File: config.mk
export PLATFORM = sky130hd
export DESIGN_NAME = pefm_cell
export DESIGN_NICKNAME = d
export VERILOG_FILES = /design/src/sv/platform_event_filter_match_core_defines.svh /design/src/sv/pefm_pkg.sv /design/src/sv/pefm_cell.sv
export SDC_FILE = /design/constraint.sdc
export NUM_CORES = 1
export LEC_CHECK = 0
export ABC_AREA = 1
export BUFFER_PORTS_ARGS = -buffer_cell sky130_fd_sc_hd__buf_2
export CORE_ASPECT_RATIO = 0.5
export CORE_MARGIN = 5
export CORE_UTILIZATION = 50
export DETAILED_ROUTE_END_ITERATION = 16
export GPL_TIMING_DRIVEN = 0
export PLACE_DENSITY = 0.7
export SYNTH_ARGS = -nofsm -noshare
export SYNTH_HDL_FRONTEND = slang
export SYNTH_SLANG_ARGS = --single-unit
File: constraint.sdc
create_clock -name clk_i -period 1.8 [get_ports clk_i]
set_clock_uncertainty 0.05 [all_clocks]
set_input_delay 0.36 -clock clk_i [delete_from_list [all_inputs] [get_ports clk_i]]
set_output_delay 0.36 -clock clk_i [all_outputs]
set_load 0.02 [all_outputs]
File: src/sv/platform_event_filter_match_core_defines.svh
// Assertion macros used by the event filter core.
// No dependencies.
`ifndef PLATFORM_EVENT_FILTER_MATCH_CORE_DEFINES_SVH
`define PLATFORM_EVENT_FILTER_MATCH_CORE_DEFINES_SVH
// Check prop on every rising clock edge outside reset.
`define PEFM_ASSERT(lbl, clk, rst_n, prop, msg) \
  lbl: assert property (@(posedge clk) disable iff (!rst_n) (prop)) else $error(msg);
// Check that cond implies prop in the following cycle.
`define PEFM_ASSERT_NEXT(lbl, clk, rst_n, cond, prop, msg) \
  lbl: assert property (@(posedge clk) disable iff (!rst_n) (cond) |=> (prop)) else $error(msg);
`endif

File: src/sv/pefm_pkg.sv
// Types, constants and the data rule and ID match functions of the event filter.
// No dependencies.
package pefm_pkg;
  localparam int unsigned ENTRIES = 32;
  localparam int unsigned IDX_W   = $clog2(ENTRIES);
  localparam int unsigned MAX_HITS = 31;

  localparam logic [1:0] KIND_WRITE   = 2'd0;
  localparam logic [1:0] KIND_MATCH   = 2'd1;
  localparam logic [1:0] KIND_NOMATCH = 2'd2;
  localparam logic [1:0] KIND_OFF     = 2'd3;

  localparam logic [1:0] REG_FILTER_CTRL = 2'd0;
  localparam logic [1:0] REG_POSTPONE    = 2'd1;
  localparam logic [1:0] REG_ACTION_EN   = 2'd2;

  localparam logic [4:0] FLD_TRIGGER  = 5'd5;
  localparam logic [4:0] FLD_D1_MASK  = 5'd6;
  localparam logic [4:0] FLD_D2_MASK  = 5'd9;
  localparam logic [4:0] FLD_D3_MASK  = 5'd12;
  localparam logic [4:0] FLD_OFFSET   = 5'd15;
  localparam logic [4:0] FLD_ACTION   = 5'd16;
  localparam logic [4:0] FLD_SEVERITY = 5'd18;

  typedef struct packed {
    logic        en;
    logic [4:0]  entry;
    logic [4:0]  field;
    logic [15:0] value;
  } wr_t;

  typedef struct packed {
    logic [7:0]  st;
    logic [7:0]  sn;
    logic [7:0]  et;
    logic [15:0] gid;
    logic [7:0]  d1;
    logic [7:0]  d2;
    logic [7:0]  d3;
  } ev_t;

  typedef struct packed {
    logic       hit;
    logic [7:0] act;
    logic [3:0] pol;
    logic [7:0] sev;
  } slot_t;

  function automatic logic rule_pass(input logic [7:0] v, input logic [23:0] rule);
    logic [7:0] m, c1, c2, t1, t2;
    logic       hit, chk;
    m  = rule[7:0];
    c1 = rule[15:8];
    c2 = rule[23:16];
    t1 = v & m;
    t2 = t1 & ~c1;
    hit = 1'b1;
    chk = 1'b1;
    if ((t1 & c1) != (c2 & c1)) begin
      hit = 1'b0;
    end else if (c1 != 8'hFF) begin
      if (c2 != 8'h00) begin
        if ((t2 & c2) == 8'h00) hit = 1'b0;
        else chk = 1'b0;
      end
      if (chk && (c2 != 8'hFF)) hit = ((~(t2 | c1)) & (~c2)) != 8'h00;
    end
    return hit;
  endfunction

  function automatic logic id_ok(input logic [7:0] want, input logic [7:0] got);
    return (want == 8'hFF) || (want == got);
  endfunction
endpackage

File: src/sv/pefm_cell.sv
// One filter table entry: field storage, match test and one result slot
// of the shift chain. Depends on pefm_pkg.
module pefm_cell (
  input  logic                    clk_i,
  input  logic                    rst_ni,
  input  logic [pefm_pkg::IDX_W-1:0] idx_i,
  input  pefm_pkg::wr_t           wr_i,
  input  pefm_pkg::ev_t           ev_i,
  input  logic                    load_i,
  input  logic                    shift_i,
  input  pefm_pkg::slot_t         slot_i,
  output pefm_pkg::slot_t         slot_o
);
  import pefm_pkg::*;

  logic [47:0] ids_q, ids_d;
  logic [23:0] r1_q, r1_d, r2_q, r2_d, r3_q, r3_d, act_q, act_d;
  logic [15:0] om_q, om_d;
  slot_t       slot_q, slot_d;
  logic        sel, match;
  logic [7:0]  b;

  assign sel = wr_i.en && ({1'b0, wr_i.entry} == 6'(idx_i));
  assign b   = wr_i.value[7:0];

  always_comb begin
    ids_d = ids_q; r1_d = r1_q; r2_d = r2_q; r3_d = r3_q;
    om_d = om_q; act_d = act_q;
    if (sel) begin
      if (wr_i.field <= FLD_TRIGGER) begin
        ids_d[8*wr_i.field[2:0] +: 8] = b;
      end else if (wr_i.field < FLD_D2_MASK) begin
        r1_d[8*(wr_i.field - FLD_D1_MASK) +: 8] = b;
      end else if (wr_i.field < FLD_D3_MASK) begin
        r2_d[8*(wr_i.field - FLD_D2_MASK) +: 8] = b;
      end else if (wr_i.field < FLD_OFFSET) begin
        r3_d[8*(wr_i.field - FLD_D3_MASK) +: 8] = b;
      end else if (wr_i.field == FLD_OFFSET) begin
        om_d = wr_i.value;
      end else if (wr_i.field <= FLD_SEVERITY) begin
        act_d[8*(wr_i.field - FLD_ACTION) +: 8] = b;
      end
    end
  end

  assign match = (idx_i != '0) && ids_q[7]
      && id_ok(ids_q[15:8], ev_i.gid[15:8]) && id_ok(ids_q[23:16], ev_i.gid[7:0])
      && (ev_i.st != 8'h00) && id_ok(ids_q[31:24], ev_i.st)
      && id_ok(ids_q[39:32], ev_i.sn) && id_ok(ids_q[47:40], ev_i.et)
      && rule_pass(ev_i.d1, r1_q) && rule_pass(ev_i.d2, r2_q)
      && rule_pass(ev_i.d3, r3_q) && om_q[ev_i.d1[3:0]];

  always_comb begin
    slot_d = slot_q;
    if (load_i) slot_d = '{hit: match, act: act_q[7:0], pol: act_q[11:8], sev: act_q[23:16]};
    else if (shift_i) slot_d = slot_i;
  end

  always_ff @(posedge clk_i or negedge rst_ni) begin
    if (!rst_ni) begin
      ids_q <= '0; r1_q <= '0; r2_q <= '0; r3_q <= '0; om_q <= '0; act_q <= '0;
      slot_q <= '0;
    end else begin
      ids_q <= ids_d; r1_q <= r1_d; r2_q <= r2_d; r3_q <= r3_d;
      om_q <= om_d; act_q <= act_d; slot_q <= slot_d;
    end
  end

  assign slot_o = slot_q;
endmodule
==> impl_metrics.yaml, run 1 <==
status:
  status: "finished with violations"
  failed_checks: "setup timing"
drt:
  antenna_left: 0
  viasPerCell: 5.59
  vias: 11900
  wirelength_um: 39200
  dr.pass1.iters: 6
  dr.first_iter.drc_count: 1230
  drc: 0
  wl_per_cell_um: 18.5
sta:
  hold_viol_final: 0
  fin_ws_ns: -0.963
  max_freq_mhz: 362
  maxSlewViolCount: 0
  finalCriticalPeriod_ns: 2.76
  tightest_slew_ns: 0.736
  rsz0062_at_grt: "true"
  tns_ns: -85.76
  post-route-period-util_pct: 154
  maxSlewHeadroom_pct: 50.8
  finalSetupViolations: 148
critical_path:
  slowest_stage: "ha_4"
  start_kind: "input pin"
  rrSetupSlack_ns: 0.05
  cp-end-kind: "register"
  crit_chain: "buf_12 -> buf_4 -> buf_6 -> ha_4 -> nor2_4 -> inv_2 -> nor2_4 -> clkinvlp_4 -> buf_12 -> ha_4 -> or2_4 -> nor3_4 -> nand2_1 -> nand3_2 -> nand3_4 -> nor2_4 -> buf_6 -> nand2_4 -> nand2_2 -> nand2_1 -> inv_1"
  cp_common_cell: "nor2_4"
  path_max_fanout: 6
  cp.required_ns: 2.14
  max_stage_delay_ns: 0.24
  path_class: "in2reg"
  crit_arrival_ns: 3.10
synth:
  synth_edf_count: 0
  synth.most_common_cell: "nand2_1"
  synthFlopType: "dfrtp_1"
  ys_types: 47
  syn-cell-area_um2: 11100
  synthesis.nets: 1709
  yosys-top-cells-area: "dfrtp_1, nand2_1, inv_1"
  synth_area_per_cell_um2: 7.19
  ys_seq_elements: 170
  yosys_warnings: 0
  synth_async_sr_flop_share_pct: 100
  yosysTopAreaCell: "dfrtp_1"
  synthTopCellsByCount: "nand2_1, inv_1, dfrtp_1, nor2_1, nand3_1"
  seq_area_frac_synth_pct: 38.5
  netlist.area_leader.share_pct: 38.5
  synth_cells: 1538
placed_design:
  place_congestion: 0.957
  port_buffers: 141
  placed_area_um2: 12500
  hpwlAfterDp_um: 26700
cts:
  cts_root_buf: "clkbuf_16"
  cts_made_buffers: 17
  cts_tree: "yes"
  clkTransAtPathRegs_ns: 0.07
  htreeDepth: 4
  cts_sinks: 170
  cts_buffer_depth: 2
  clk_latency_ns: 0.45
pwr:
  ir_worst_vdd_uv: 439
  leakage_nw: 7.16
  report.power.total_w: 0.00945
  powerDensity_nw_per_um2: 622
die:
  placementRows: 38
  die_h_um: 115
  core_um2: 21700
  die-width_um: 220
  die_area_um2: 25400
  ioPinCount: 142
  initial_core_util_pct: 51.0
final_layout:
  fin_util_pct: 70.0
  n_antenna_cell: 0
  nets: 1981
  syn2layout_area_growth_pct: 37.4
  stdcell_area_um2: 15200
  drive_gt1_share_pct: 31.9
global_route:
  antenna_found_initial: 0
  grt_pass1_vias: 11000
  grt_pass1_wl_um: 58500
  overflow: 0
  grt_max_degree: 87
  grt_usage_pct: 29.5
flow_run:
  maxCapViolCount: 0
worst_hold_path:
  holdCritPathClass: "in2reg"
[power breakdown]
group          total [W]  switching [W]  internal, W
Combinational    0.00190        0.00119     0.000709
Sequential       0.00393      0.0000428      0.00388
Clock            0.00363        0.00162      0.00200
Total            0.00945        0.00286      0.00659
[per-stage QoR]
| step | std cells | setup slack (ns) | hold slack, ns |
|---|---|---|---|
| after floorplan | 1538 | -0.950 | 0.0144 |
| after global placement | 1979 | -2.38 | 0.417 |
| after detailed placement | 1980 | -1.82 | 0.359 |
| after CTS | 2082 | -0.803 | 0.0821 |
| after global routing | 2122 | -1.08 | 0.0883 |
| final | 2122 | -0.963 | 0.0928 |
[layout by cell type, fill, tap and decap left out, types with 23 or more instances in the layout]
cell and instances:
o21ai_0 23, buf_2 140, nand3_1 100, o22ai_1 27, buf_6 29, nor3_1 41
xnor2_1 27, o21ai_2 28, o21ai_1 63, ha_4 29, nand2_1 358, nor2_1 152
nand4_1 42, nand2_2 65, inv_1 161, buf_4 85, dfrtp_1 170
[worst paths after layout]
path / depth (start not counted) / endpoint / from
worst max-delay path: 21 / r1_q[15] / wr_i[18]
worst min-delay path: 3 / slot_o[1] / slot_i[1]
worst max register to register: 8 / slot_o[20] / om_q[13]
worst min register to register: 2 / r2_q[0] / r2_q[0]
max in group asynchronous: 3 / om_q[0] / rst_ni
min in group asynchronous: 2 / ids_q[34] / rst_ni
[logic make-up after synthesis]
logic type / share of synthesized area [%]
simple gates: 35.8
buf+inv: 8.58
compound gates: 9.10
flops: 38.5
fa+ha+maj: 5.66
xor+xnor: 2.38
[flip-flops by register name, indices dropped and copies added (netlist names)]
register,flops
act_q,20
r2_q,24
slot_o,21
ids_q,41
om_q,16
r1_q,24
r3_q,24
[timing repair]
item,in CTS,in global routing
setup buffers,61,39
endpoints found under the setup margin,150,149
cloned,9,2
hold buffers,1,0
hold endpoints to repair,84,0
resized for setup,169,160
pin swaps,66,80
[cell type report]
cell class,count,area [um^2]
multi-input combinational,1136,7060
timing repair buffer,251,1790
clock buffer,21,470
inverter,199,821
timing repair inverter,1,3.75
buffer,34,315
sequential,170,4250
tap,300,375
clock inverter,10,95.1
fill,1711,6490
[worst max-delay path: cells and delay by family]
kind / cells / cell delay (ns)
AND/OR/NAND/NOR: 11 / 1.39
buffers and inverters: 8 / 0.97
adder cells (fa/ha/maj): 2 / 0.40
[layer usage]
metal  share of wire [%]  routed length, um  vias up  GRT usage [%]
li1                    -                  -     5553              -
met1                  42              16500     5703           41.5
met2                  46              18000      513           45.6
met3                 9.6               3780       83           8.00
met4                 2.4                954        0           8.10
met5                   0                  0        -              0
Note: power is estimated with default switching activity, not from simulation.
==> inputs of run 2 (changes only) <==
--- a/config.mk
+++ b/config.mk
@@ -10,6 +10,7 @@
 export CORE_ASPECT_RATIO = 0.5
 export CORE_MARGIN = 5
 export CORE_UTILIZATION = 50
+export CTS_BUF_LIST = sky130_fd_sc_hd__clkbuf_8 sky130_fd_sc_hd__clkbuf_16
 export DETAILED_ROUTE_END_ITERATION = 16
 export GPL_TIMING_DRIVEN = 0
 export PLACE_DENSITY = 0.7
==> run 2 against run 1 <==
Effect of this change:
- the run still ends with setup timing left
- setup slack improved by 0.00078 ns
- wire length is essentially flat
- total power is 0.16% lower
- critical path type unchanged
==> impl_metrics.yaml, run 2 (synthesis gave the netlist of run 1 again) <==
status:
  failed_checks: "setup timing"
  status: "finished with violations"
die:
  die_h_um: 115
  initial_core_util_pct: 51.0
  placementRows: 38
  die_area_um2: 25400
  core_um2: 21700
  ioPinCount: 142
  die-width_um: 220
critical_path:
  crit_arrival_ns: 3.10
  cp-end-kind: "register"
  crit_path_start: "wr_i[18]"
  rrSetupSlack_ns: 0.05
  r2r_end: "slot_o[20]"
  cp.required_ns: 2.14
  setup.worst_path.end: "r1_q[15]"
  crit_chain: "buf_12 -> buf_4 -> buf_6 -> ha_4 -> nor2_4 -> inv_2 -> nor2_4 -> clkinvlp_4 -> buf_12 -> ha_4 -> or2_4 -> nor3_4 -> nand2_1 -> nand3_2 -> nand3_4 -> nor2_4 -> buf_6 -> nand2_4 -> nand2_2 -> nand2_1 -> inv_1"
  path_class: "in2reg"
  ff2ff_path_depth: 8
  start_kind: "input pin"
  slowest_stage: "ha_4"
  path_max_fanout: 6
  worstReg2RegStart: "om_q[13]"
  max_stage_delay_ns: 0.24
  cp_common_cell: "nor2_4"
global_route:
  grt_usage_pct: 29.5
  grt_max_degree: 87
  grt_pass1_vias: 11000
  overflow: 0
  grt_pass1_wl_um: 58500
  antenna_found_initial: 0
flow_run:
  maxCapViolCount: 0
pwr:
  seqPwrFrac_pct: 41.6
  p_sw_share_pct: 30.2
  power.switching_w: 0.00285
  powerDensity_nw_per_um2: 621
  ir_worst_vdd_uv: 439
  leakage_nw: 7.16
  power_frac_clock_pct: 38.3
  p_int_w: 0.00659
  comb_power_share_pct: 20.1
placed_design:
  port_buffers: 141
  pre_cts_ws_ns: -1.82
  hpwlAfterDp_um: 26700
  placed_area_um2: 12500
  place_congestion: 0.957
drt:
  antenna_left: 0
  vias: 11800
  viasPerCell: 5.57
  drc: 0
  wl_per_cell_um: 18.5
  wirelength_um: 39200
  dr.first_iter.drc_count: 1228
  dr.pass1.iters: 6
cts:
  cts_root_buf: "clkbuf_16"
  cts_buffer_depth: 2
  cts_made_buffers: 17
  cts_tree: "yes"
  clkTransAtPathRegs_ns: 0.07
  clk_latency_ns: 0.45
  cts_sinks: 170
  htreeDepth: 4
sta:
  fin_ws_ns: -0.962
  post-route-period-util_pct: 153
  rsz0062_at_grt: "true"
  finalCriticalPeriod_ns: 2.76
  tightest_slew_ns: 0.723
  max_freq_mhz: 362
  maxSlewHeadroom_pct: 51.4
  maxSlewViolCount: 0
  hold_ws_ns: 0.0927
  finalSetupViolations: 148
  hold_viol_final: 0
  tns_ns: -85.71
final_layout:
  syn2layout_area_growth_pct: 37.4
  n_antenna_cell: 0
  nets: 1981
  stdcell_area_um2: 15200
  top_register: "ids_q"
  largest_register_ffs: 41
  drive_gt1_share_pct: 31.9
  layout_common_cells: "nand2_1, dfrtp_1, inv_1"
  final_common_cell: "nand2_1"
worst_hold_path:
  holdCritPathClass: "in2reg"
  hp-start: "slot_i[1]"
==> run 2: cell types whose count changed in the layout (fill, tap and decap cells not counted) <==
cell and change:
clkbuf_1 -1, inv_1 +1
==> run 2: power by group through the flow <==
stage                     clock [W]  combinational, W  sequential [W]
final                       0.00361           0.00190         0.00393
after global routing        0.00383           0.00202         0.00393
after CTS                   0.00364           0.00167         0.00392
after detailed placement          0           0.00140         0.00400
after global placement            0           0.00135         0.00399
after floorplan                   0          0.000773         0.00403
==> run 2: how the worst min path moves through the flow <==
stage / end / slack (ns) / cells after the start
6_report: slot_o[1] / 0.09 / 3
3_5_place_dp: ids_q[34] / 0.36 / 1
5_1_grt: slot_o[1] / 0.09 / 3
3_3_place_gp: om_q[2] / 0.42 / 2
4_1_cts: slot_o[1] / 0.08 / 3
2_1_floorplan: act_q[0] / 0.01 / 0
==> run 2: repair_timing <==
item | 4_1_cts | 5_1_grt
resized for setup | 169 | 160
setup endpoints to repair | 150 | 149
pin swaps | 66 | 80
hold buffers | 1 | 0
endpoints found under the hold margin | 84 | 0
gates cloned | 9 | 2
buffers inserted | 61 | 39
==> run 2: worst max-delay path, delay by kind of cell <==
family	cells	cell delay [ns]
adders and majority gates	2	0.40
buffers and inverters	8	0.97
and+or+nand+nor	11	1.39
==> run 2: per-layer routing <==
layer | wire (um) | global-route usage [%]
met1 | 16500 | 41.5
met2 | 17900 | 45.6
met3 | 3780 | 8.00
met4 | 1040 | 8.10
met5 | 0 | 0
==> run 2: stage by stage <==
step / total power [W] / std cells / util (%)
CTS: 0.00923 / 2082 / 66.2
global placement: 0.00535 / 1979 / 57.4
global route: 0.00978 / 2122 / 70.0
floorplan: 0.00481 / 1538 / -
finish: 0.00944 / 2122 / 70.0
detailed placement: 0.00540 / 1980 / 57.6
==> run 2: layout make-up <==
class                   instances  area (um^2)
clock inverters                11         98.8
plain buffers                  34          315
multi-input cells            1136         7060
repair buffers                251         1790
flip-flops and latches        170         4250
clock buffers                  20          467
repair inverters                1         3.75
well taps                     300          375
inverters                     199          821
fillers                      1711         6490
